===== src/design/fic_pkg.sv =====
package fic_pkg;

   localparam int VALUE_W = 16;
   localparam int COEF_W  = 37;
   localparam int INDEX_W = 6;
   localparam int LEN_W   = 6;
   localparam int N_W     = 7;
   localparam int PROD_W  = 2 * VALUE_W;

   localparam logic [1:0] CMD_LOAD_A  = 2'd0;
   localparam logic [1:0] CMD_LOAD_B  = 2'd1;
   localparam logic [1:0] CMD_COMPUTE = 2'd2;

   typedef struct packed {
      logic [1:0]                 command;
      logic signed [VALUE_W-1:0]  value;
   } req_type;

   typedef struct packed {
      logic signed [COEF_W-1:0]   coefficient;
      logic [INDEX_W-1:0]         index;
      logic                       last;
      logic                       error;
   } rsp_type;

   typedef struct packed {
      logic issue;
      logic clear;
   } mac_ctl_type;

endpackage


===== src/design/fic_ram.sv =====
module fic_ram #(
   parameter int WIDTH      = 16,
   parameter int DEPTH      = 32,
   parameter int ADDR_WIDTH = (DEPTH > 1) ? $clog2(DEPTH) : 1
) (
   input  logic                  clock,
   input  logic                  wr_en,
   input  logic [ADDR_WIDTH-1:0] wr_addr,
   input  logic [WIDTH-1:0]      wr_data,
   input  logic [ADDR_WIDTH-1:0] rd_addr,
   output logic [WIDTH-1:0]      rd_data_ff
);

   logic [WIDTH-1:0] mem_ff [DEPTH];

   always_ff @(posedge clock) begin
      if (wr_en) begin
         mem_ff[wr_addr] <= wr_data;
      end
      rd_data_ff <= mem_ff[rd_addr];
   end

endmodule


===== src/design/fic_mac.sv =====
module fic_mac import fic_pkg::*; (
   input  logic                      clock,
   input  logic                      reset,
   input  mac_ctl_type               ctl,
   input  logic signed [VALUE_W-1:0] a_data,
   input  logic signed [VALUE_W-1:0] b_data,
   output logic signed [COEF_W-1:0]  acc_ff,
   output logic                      busy
);

   logic                     v1_ff;
   logic                     v2_ff;
   logic signed [PROD_W-1:0] prod_ff;

   // ram data shows up in the cycle after issue
   always_ff @(posedge clock) begin
      if (reset) begin
         v1_ff <= 1'b0;
         v2_ff <= 1'b0;
      end else begin
         v1_ff <= ctl.issue;
         v2_ff <= v1_ff;
      end
   end

   always_ff @(posedge clock) begin
      if (v1_ff) begin
         prod_ff <= a_data * b_data;
      end
      if (ctl.clear) begin
         acc_ff <= '0;
      end else if (v2_ff) begin
         acc_ff <= acc_ff + COEF_W'(prod_ff);
      end
   end

   assign busy = v1_ff | v2_ff;

endmodule


===== src/design/fft_integer_convolution.sv =====
// integer convolution engine
// req channel: present req with start high; the word is taken on a clock edge
// where busy is low. command 0 appends value to sequence a, 1 appends to b,
// 2 computes, 3 is ignored. loads beyond MAX_LEN samples are dropped and
// flag an error for the next compute.
// rsp channel: one word per coefficient, rsp_valid high for exactly one
// cycle; the receiver cannot stall, so every word must be taken on sight.
// n words are sent, n the smallest power of two at or above la+lb-1, last
// marks the final one. an empty sequence yields one error word.
// load: busy stays low.
// compute: each coefficient k passes a setup step, then walks its product
// terms through one read port of each sample store and one 16x16 multiplier,
// one term per cycle, then waits for the mac pipeline to drain and outputs;
// padding coefficients take only setup and output. the single mac carries
// every product term.
// the first word follows setup, term walk, drain and output of coefficient
// 0; when a sequence is empty the compute goes straight to output.
// reset clears lengths, error flag and control; sample stores need no clear.
module fft_integer_convolution import fic_pkg::*; #(
   parameter int MAX_LEN = 32
) (
   input  logic    clock,
   input  logic    reset,
   input  logic    start,
   output logic    busy,
   input  req_type req,
   output logic    rsp_valid,
   output rsp_type rsp
);

   localparam int AW = (MAX_LEN > 1) ? $clog2(MAX_LEN) : 1;

   localparam logic [2:0] ST_IDLE  = 3'd0;
   localparam logic [2:0] ST_SETUP = 3'd1;
   localparam logic [2:0] ST_ISSUE = 3'd2;
   localparam logic [2:0] ST_DRAIN = 3'd3;
   localparam logic [2:0] ST_EMIT  = 3'd4;

   logic [2:0]       state_ff, state_in;
   logic [LEN_W-1:0] len_a_ff, len_a_in, len_b_ff, len_b_in;
   logic             ovf_ff, ovf_in;
   logic [LEN_W-1:0] la_ff, la_in, lb_ff, lb_in;
   logic [LEN_W-1:0] total_ff, total_in;
   logic [N_W-1:0]   n_ff, n_in;
   logic             err_ff, err_in;
   logic             empty_ff, empty_in;
   logic [LEN_W-1:0] k_ff, k_in;
   logic [LEN_W-1:0] i_ff, i_in;
   logic             rsp_valid_ff, rsp_valid_in;
   rsp_type          rsp_ff, rsp_in;

   logic             accept;
   logic             wr_a, wr_b;
   logic [LEN_W-1:0] total_c, i_lo, i_hi, b_idx;
   logic [N_W-1:0]   n_c;
   logic             last_c;
   mac_ctl_type      mac_ctl;
   logic [VALUE_W-1:0] a_rd, b_rd;
   logic signed [COEF_W-1:0] acc;
   logic             mac_busy;

   assign busy   = (state_ff != ST_IDLE);
   assign accept = start && !busy;
   assign wr_a   = accept && (req.command == CMD_LOAD_A) && (len_a_ff < LEN_W'(MAX_LEN));
   assign wr_b   = accept && (req.command == CMD_LOAD_B) && (len_b_ff < LEN_W'(MAX_LEN));

   // padded length: smallest power of two covering la+lb-1
   always_comb begin
      total_c = len_a_ff + len_b_ff - LEN_W'(1);
      n_c     = N_W'(64);
      for (int p = N_W - 1; p >= 0; p--) begin
         if ((N_W'(1) << p) >= {1'b0, total_c}) begin
            n_c = N_W'(1) << p;
         end
      end
   end

   // term range for coefficient k
   always_comb begin
      i_lo   = (k_ff >= lb_ff) ? (k_ff - lb_ff + LEN_W'(1)) : '0;
      i_hi   = (k_ff < la_ff) ? k_ff : (la_ff - LEN_W'(1));
      b_idx  = k_ff - i_ff;
      last_c = empty_ff || ({1'b0, k_ff} + N_W'(1) == n_ff);
   end

   always_comb begin
      state_in     = state_ff;
      len_a_in     = len_a_ff;
      len_b_in     = len_b_ff;
      ovf_in       = ovf_ff;
      la_in        = la_ff;
      lb_in        = lb_ff;
      total_in     = total_ff;
      n_in         = n_ff;
      err_in       = err_ff;
      empty_in     = empty_ff;
      k_in         = k_ff;
      i_in         = i_ff;
      rsp_valid_in = 1'b0;
      rsp_in       = rsp_ff;
      mac_ctl      = '0;
      unique case (state_ff)
         ST_IDLE: begin
            if (accept) begin
               priority if (req.command == CMD_LOAD_A) begin
                  if (wr_a) len_a_in = len_a_ff + LEN_W'(1);
                  else      ovf_in   = 1'b1;
               end else if (req.command == CMD_LOAD_B) begin
                  if (wr_b) len_b_in = len_b_ff + LEN_W'(1);
                  else      ovf_in   = 1'b1;
               end else if (req.command == CMD_COMPUTE) begin
                  la_in    = len_a_ff;
                  lb_in    = len_b_ff;
                  total_in = total_c;
                  n_in     = n_c;
                  err_in   = ovf_ff;
                  empty_in = (len_a_ff == '0) || (len_b_ff == '0);
                  k_in     = '0;
                  len_a_in = '0;
                  len_b_in = '0;
                  ovf_in   = 1'b0;
                  mac_ctl.clear = 1'b1;
                  state_in = empty_in ? ST_EMIT : ST_SETUP;
               end else begin
                  state_in = ST_IDLE;
               end
            end
         end
         ST_SETUP: begin
            mac_ctl.clear = 1'b1;
            i_in = i_lo;
            // padding coefficients have no terms
            state_in = (k_ff < total_ff) ? ST_ISSUE : ST_EMIT;
         end
         ST_ISSUE: begin
            mac_ctl.issue = 1'b1;
            if (i_ff == i_hi) state_in = ST_DRAIN;
            else              i_in     = i_ff + LEN_W'(1);
         end
         ST_DRAIN: begin
            if (!mac_busy) state_in = ST_EMIT;
         end
         ST_EMIT: begin
            rsp_valid_in       = 1'b1;
            rsp_in.coefficient = empty_ff ? '0 : acc;
            rsp_in.index       = INDEX_W'(k_ff);
            rsp_in.last        = last_c;
            rsp_in.error       = err_ff || empty_ff;
            if (last_c) begin
               state_in = ST_IDLE;
            end else begin
               k_in     = k_ff + LEN_W'(1);
               state_in = ST_SETUP;
            end
         end
         default: state_in = ST_IDLE;
      endcase
   end

   always_ff @(posedge clock) begin
      if (reset) begin
         state_ff     <= ST_IDLE;
         len_a_ff     <= '0;
         len_b_ff     <= '0;
         ovf_ff       <= 1'b0;
         rsp_valid_ff <= 1'b0;
      end else begin
         state_ff     <= state_in;
         len_a_ff     <= len_a_in;
         len_b_ff     <= len_b_in;
         ovf_ff       <= ovf_in;
         rsp_valid_ff <= rsp_valid_in;
      end
   end

   always_ff @(posedge clock) begin
      la_ff    <= la_in;
      lb_ff    <= lb_in;
      total_ff <= total_in;
      n_ff     <= n_in;
      err_ff   <= err_in;
      empty_ff <= empty_in;
      k_ff     <= k_in;
      i_ff     <= i_in;
      rsp_ff   <= rsp_in;
   end

   // sample stores, one write port for loads, one read port for the mac
   fic_ram #(.WIDTH(VALUE_W), .DEPTH(MAX_LEN)) u_store_a (
      .clock      (clock),
      .wr_en      (wr_a),
      .wr_addr    (len_a_ff[AW-1:0]),
      .wr_data    (req.value),
      .rd_addr    (i_ff[AW-1:0]),
      .rd_data_ff (a_rd)
   );

   fic_ram #(.WIDTH(VALUE_W), .DEPTH(MAX_LEN)) u_store_b (
      .clock      (clock),
      .wr_en      (wr_b),
      .wr_addr    (len_b_ff[AW-1:0]),
      .wr_data    (req.value),
      .rd_addr    (b_idx[AW-1:0]),
      .rd_data_ff (b_rd)
   );

   fic_mac u_mac (
      .clock  (clock),
      .reset  (reset),
      .ctl    (mac_ctl),
      .a_data (a_rd),
      .b_data (b_rd),
      .acc_ff (acc),
      .busy   (mac_busy)
   );

   assign rsp_valid = rsp_valid_ff;
   assign rsp       = rsp_ff;

`ifndef SYNTHESIS
   // every word comes out of the emit step
   a_rsp_from_emit: assert property (@(posedge clock) disable iff (reset)
      rsp_valid |-> $past(state_ff == ST_EMIT))
      else $error("word sent without emit step");

   // mac pipeline is empty whenever a coefficient is sent
   a_mac_drained: assert property (@(posedge clock) disable iff (reset)
      (state_ff == ST_EMIT) |-> !mac_busy)
      else $error("coefficient sent before mac drained");

   // term walk never passes its upper bound
   a_issue_range: assert property (@(posedge clock) disable iff (reset)
      (state_ff == ST_ISSUE) |-> (i_ff <= i_hi))
      else $error("term index out of range");
`endif

endmodule

===== config.mk =====
export PLATFORM = sky130hd
export DESIGN_NAME = fft_integer_convolution
export DESIGN_NICKNAME = d
export VERILOG_FILES = /design/src/design/fic_pkg.sv /design/src/design/fic_ram.sv /design/src/design/fic_mac.sv /design/src/design/fft_integer_convolution.sv
export SDC_FILE = /design/constraint.sdc
export NUM_CORES = 2
export LEC_CHECK = 0
export ABC_AREA = 1
export BUFFER_PORTS_ARGS = -buffer_cell sky130_fd_sc_hd__buf_2
export CORE_UTILIZATION = 50
export DETAILED_ROUTE_END_ITERATION = 10
export PLACE_DENSITY = 0.65
export SYNTH_ARGS = -nofsm -noshare
export SYNTH_HDL_FRONTEND = slang
export SYNTH_SLANG_ARGS = --single-unit

===== constraint.sdc =====
create_clock -name clock -period 7 [get_ports clock]
set_input_delay 0.35 -clock clock [delete_from_list [all_inputs] [get_ports clock]]
set_output_delay 0.35 -clock clock [all_outputs]
set_load 0.1 [all_outputs]

==> run_results.csv <==
group,metric,value,unit
logic_synthesis,syn_area,61600,um2
timing,timing.fmax,159,MHz
grt,grt_util_all_layers,0.251,
place,dp_hpwl,98.4,mm
floorplan,ios,68,
clocking,clk_pin_slew_worst_paths,0.06,ns
worst_hold_path,hold_class,"in2reg",
clocking,clkSinkCount,1228,
place,gp_congestion,0.915,
logic_synthesis,synth_fp_nets,5957,
timing,slew_headroom,0.268,
logic_synthesis,yosys_register_bits,1228,
floorplan,fp.dieH,353,um
floorplan,rows,128,
routing,dr.pass1.iters,6,
place,placed_cell_area,63800,um2
clocking,cts-buffers-inserted,119,
logic_synthesis,yosysWarnings,0,
clocking,cts_max_level,3,
setup_path,crit_fanout,16,
setup_path,crit_path_end_kind,"flop",
clocking,cts-resized-gates,0,
routing,drtIter0Drc,4193,
timing,setup_tns,0,ns
final_layout,design_area,67400,um2
logic_synthesis,synth_edf_count,1140,
grt,grt_first_pass_wirelength,239,mm
routing,wl,157,mm
setup_path,critPathKind,"reg2reg",
clocking,worst_skew_pair.late_latency,0.75,ns
logic_synthesis,synth-seq-area-share,0.584,
logic_synthesis,ys.flop_type,"edfxtp_1",
logic_synthesis,ys_async_sr_fraction,0,
timing,worstMarginPinSlew,1.10,ns
timing,setup_viol,0,
routing,ant_nets,0,
timing,rsz0062_at_grt,"no",
floorplan,start_util,0.505,
final_layout,area_growth,9.43,%
job,maxCapViolCount,0,
logic_synthesis,avgSynthCellArea,11.2,um2
timing,period_needed,6.30,ns
routing,vias,40881,
clocking,cts.path.max_buffers,3,
clocking,cts_root_buf,"clkbuf_16",
timing,finClkSkew,0.0488,ns
run_status,outcome,"finished clean",
timing,final_hold_viol_count,0,
setup_path,start_kind,"flop",
routing,wl_per_cell,21.6,um
grt,antenna_found_initial,6,
final_layout,drive_gt1_frac,0.0730,
grt,first_global_vias,39780,
timing,slew_violations,0,
logic_synthesis,synth_cell_type_count,62,
routing,vias_per_cell,5.63,
floorplan,coreArea,122000,um2
routing,drc,0,
final_layout,fin_nets,5987,
setup_path,worst_ep_arrival_time,6.92,ns
timing,post-route-period-util,0.901,
clocking,post_cts_buffers,0,
logic_synthesis,syn_inst,5499,
grt,grt_overflow,0,
grt,grt_max_degree,193,
clocking,cts_tree,"done",
floorplan,dieArea,125000,um2
floorplan,dieWidth,353,um
setup_path,cp.required,7.62,ns
place,portBuffers,67,
metal layers:
layer	wire [um]	vias to the layer above	global-route usage
li1	-	18895	-
met1	67300	20263	0.360
met2	74200	1525	0.401
met3	11200	196	0.0344
met4	4020	2	0.0740
met5	12	-	0
path summary, 6_finish.rpt:
kind | from | end | slack [ns] | depth (start not counted)
worst max-delay path | u_store_a.rd_data_ff[15] | u_mac.prod_ff[31] | 0.70 | 18
worst min-delay path | start | state_ff[1] | 0.1 | 5
worst max register to register | u_store_a.rd_data_ff[15] | u_mac.prod_ff[31] | 0.70 | 18
worst min register to register | ovf_ff | err_ff | 0.45 | 0
per-stage QoR:
stage | util | hold WS [ns] | setup slack [ns] | std cells
2_1_floorplan | - | 0.406 | 1.31 | 5499
3_3_place_gp | 0.522 | 0.428 | 0.824 | 7032
3_5_place_dp | 0.522 | 0.433 | 0.664 | 7032
4_1_cts | 0.553 | 0.0401 | 0.670 | 7256
5_1_grt | 0.553 | 0.121 | 0.268 | 7256
6_report | 0.553 | 0.0977 | 0.696 | 7257
layout make-up:
type                    count  area, um2
repair buffers            187       1290
flip-flops and latches   1228      36000
multi-input cells        3284      21800
well taps                1625       2030
inverters                 709       2670
fillers                 10319      54600
clock buffers             144       3130
diodes                      1       2.50
clock inverters            79        533
layout by cell type, fill, tap and decap left out, drive strengths merged, types with 27 or more instances in the layout:
master,n
inv,712
mux2i,64
o32ai,65
clkbuf,144
xnor2,31
clkinv,66
nand4,32
buf,186
xor2,46
edfxtp,1140
fa,268
o21ai,500
nand2,701
ha,169
nor2,794
nor3,27
o22ai,82
nand3,148
a21oi,133
dfxtp,88
o221ai,112
synthesized netlist by cell type (16+ instances only):
master	count	area (um2)
dfxtp_1	88	1760
fa_1	268	5370
nand2_1	694	2610
ha_1	169	2110
nand4_1	32	200
o32ai_1	65	569
mux2i_1	64	641
o211ai_1	19	143
buf_2	59	295
xnor2_1	30	263
a21oi_1	131	656
o221ai_1	112	981
edfxtp_1	1140	34200
xor2_1	45	394
nor3_1	22	110
o22ai_1	82	513
inv_1	699	2620
a31oi_1	16	100
clkbuf_1	184	691
o21ai_1	24	120
o21ai_0	473	2370
nand3_1	147	736
buf_4	18	135
nor2_1	793	2980
cell families (layout without fill, tap and decap cells):
group / after synthesis / after routing / share of synthesized area
AOI/OAI and AO/OA: 985 / 985 / 0.0977
xor gates and xnor gates: 77 / 77 / 0.0112
adders and majority gates: 437 / 437 / 0.121
buffers and inverters: 987 / 1119 / 0.0636
DFF: 1228 / 1228 / 0.584
muxes: 64 / 64 / 0.0104
other: 0 / 1 / 0
and+or+nand+nor: 1721 / 1721 / 0.112
what timing repair did:
item	4_1_cts	5_1_grt
endpoints found under the setup margin	0	0
endpoints found under the hold margin	6	0
hold buffers	1	0
state kept, by name (all words and copies together), names as in the netlist, 3 cells and up:
| register | count |
|---|---|
| u_store_a.rd_data_ff | 16 |
| rsp | 45 |
| n_ff | 7 |
| u_store_b.rd_data_ff | 16 |
| state_ff | 3 |
| u_mac.acc_ff | 37 |
| total_ff | 6 |
| len_a_ff | 6 |
| k_ff | 6 |
| u_store_b.mem_ff | 512 |
| len_b_ff | 6 |
| la_ff | 6 |
| u_store_a.mem_ff | 512 |
| u_mac.prod_ff | 32 |
| lb_ff | 6 |
| i_ff | 6 |
critical path, cell delays in order (launching register included):
cell,delay (ns)
dfxtp_1,0.68
nand2_1,0.18
inv_1,0.15
fa_1,0.54
fa_1,0.85
fa_1,0.52
fa_1,0.50
fa_1,0.50
inv_1,0.05
fa_1,0.47
inv_1,0.04
ha_1,0.34
nand2_1,0.13
nor4_1,0.41
nand4_1,0.17
nand3_1,0.20
a31oi_1,0.12
or2_2,0.28
nand2_1,0.06
Power is not shown: default switching activity piles up to over one toggle a cycle in this logic, so the estimate is an artifact.
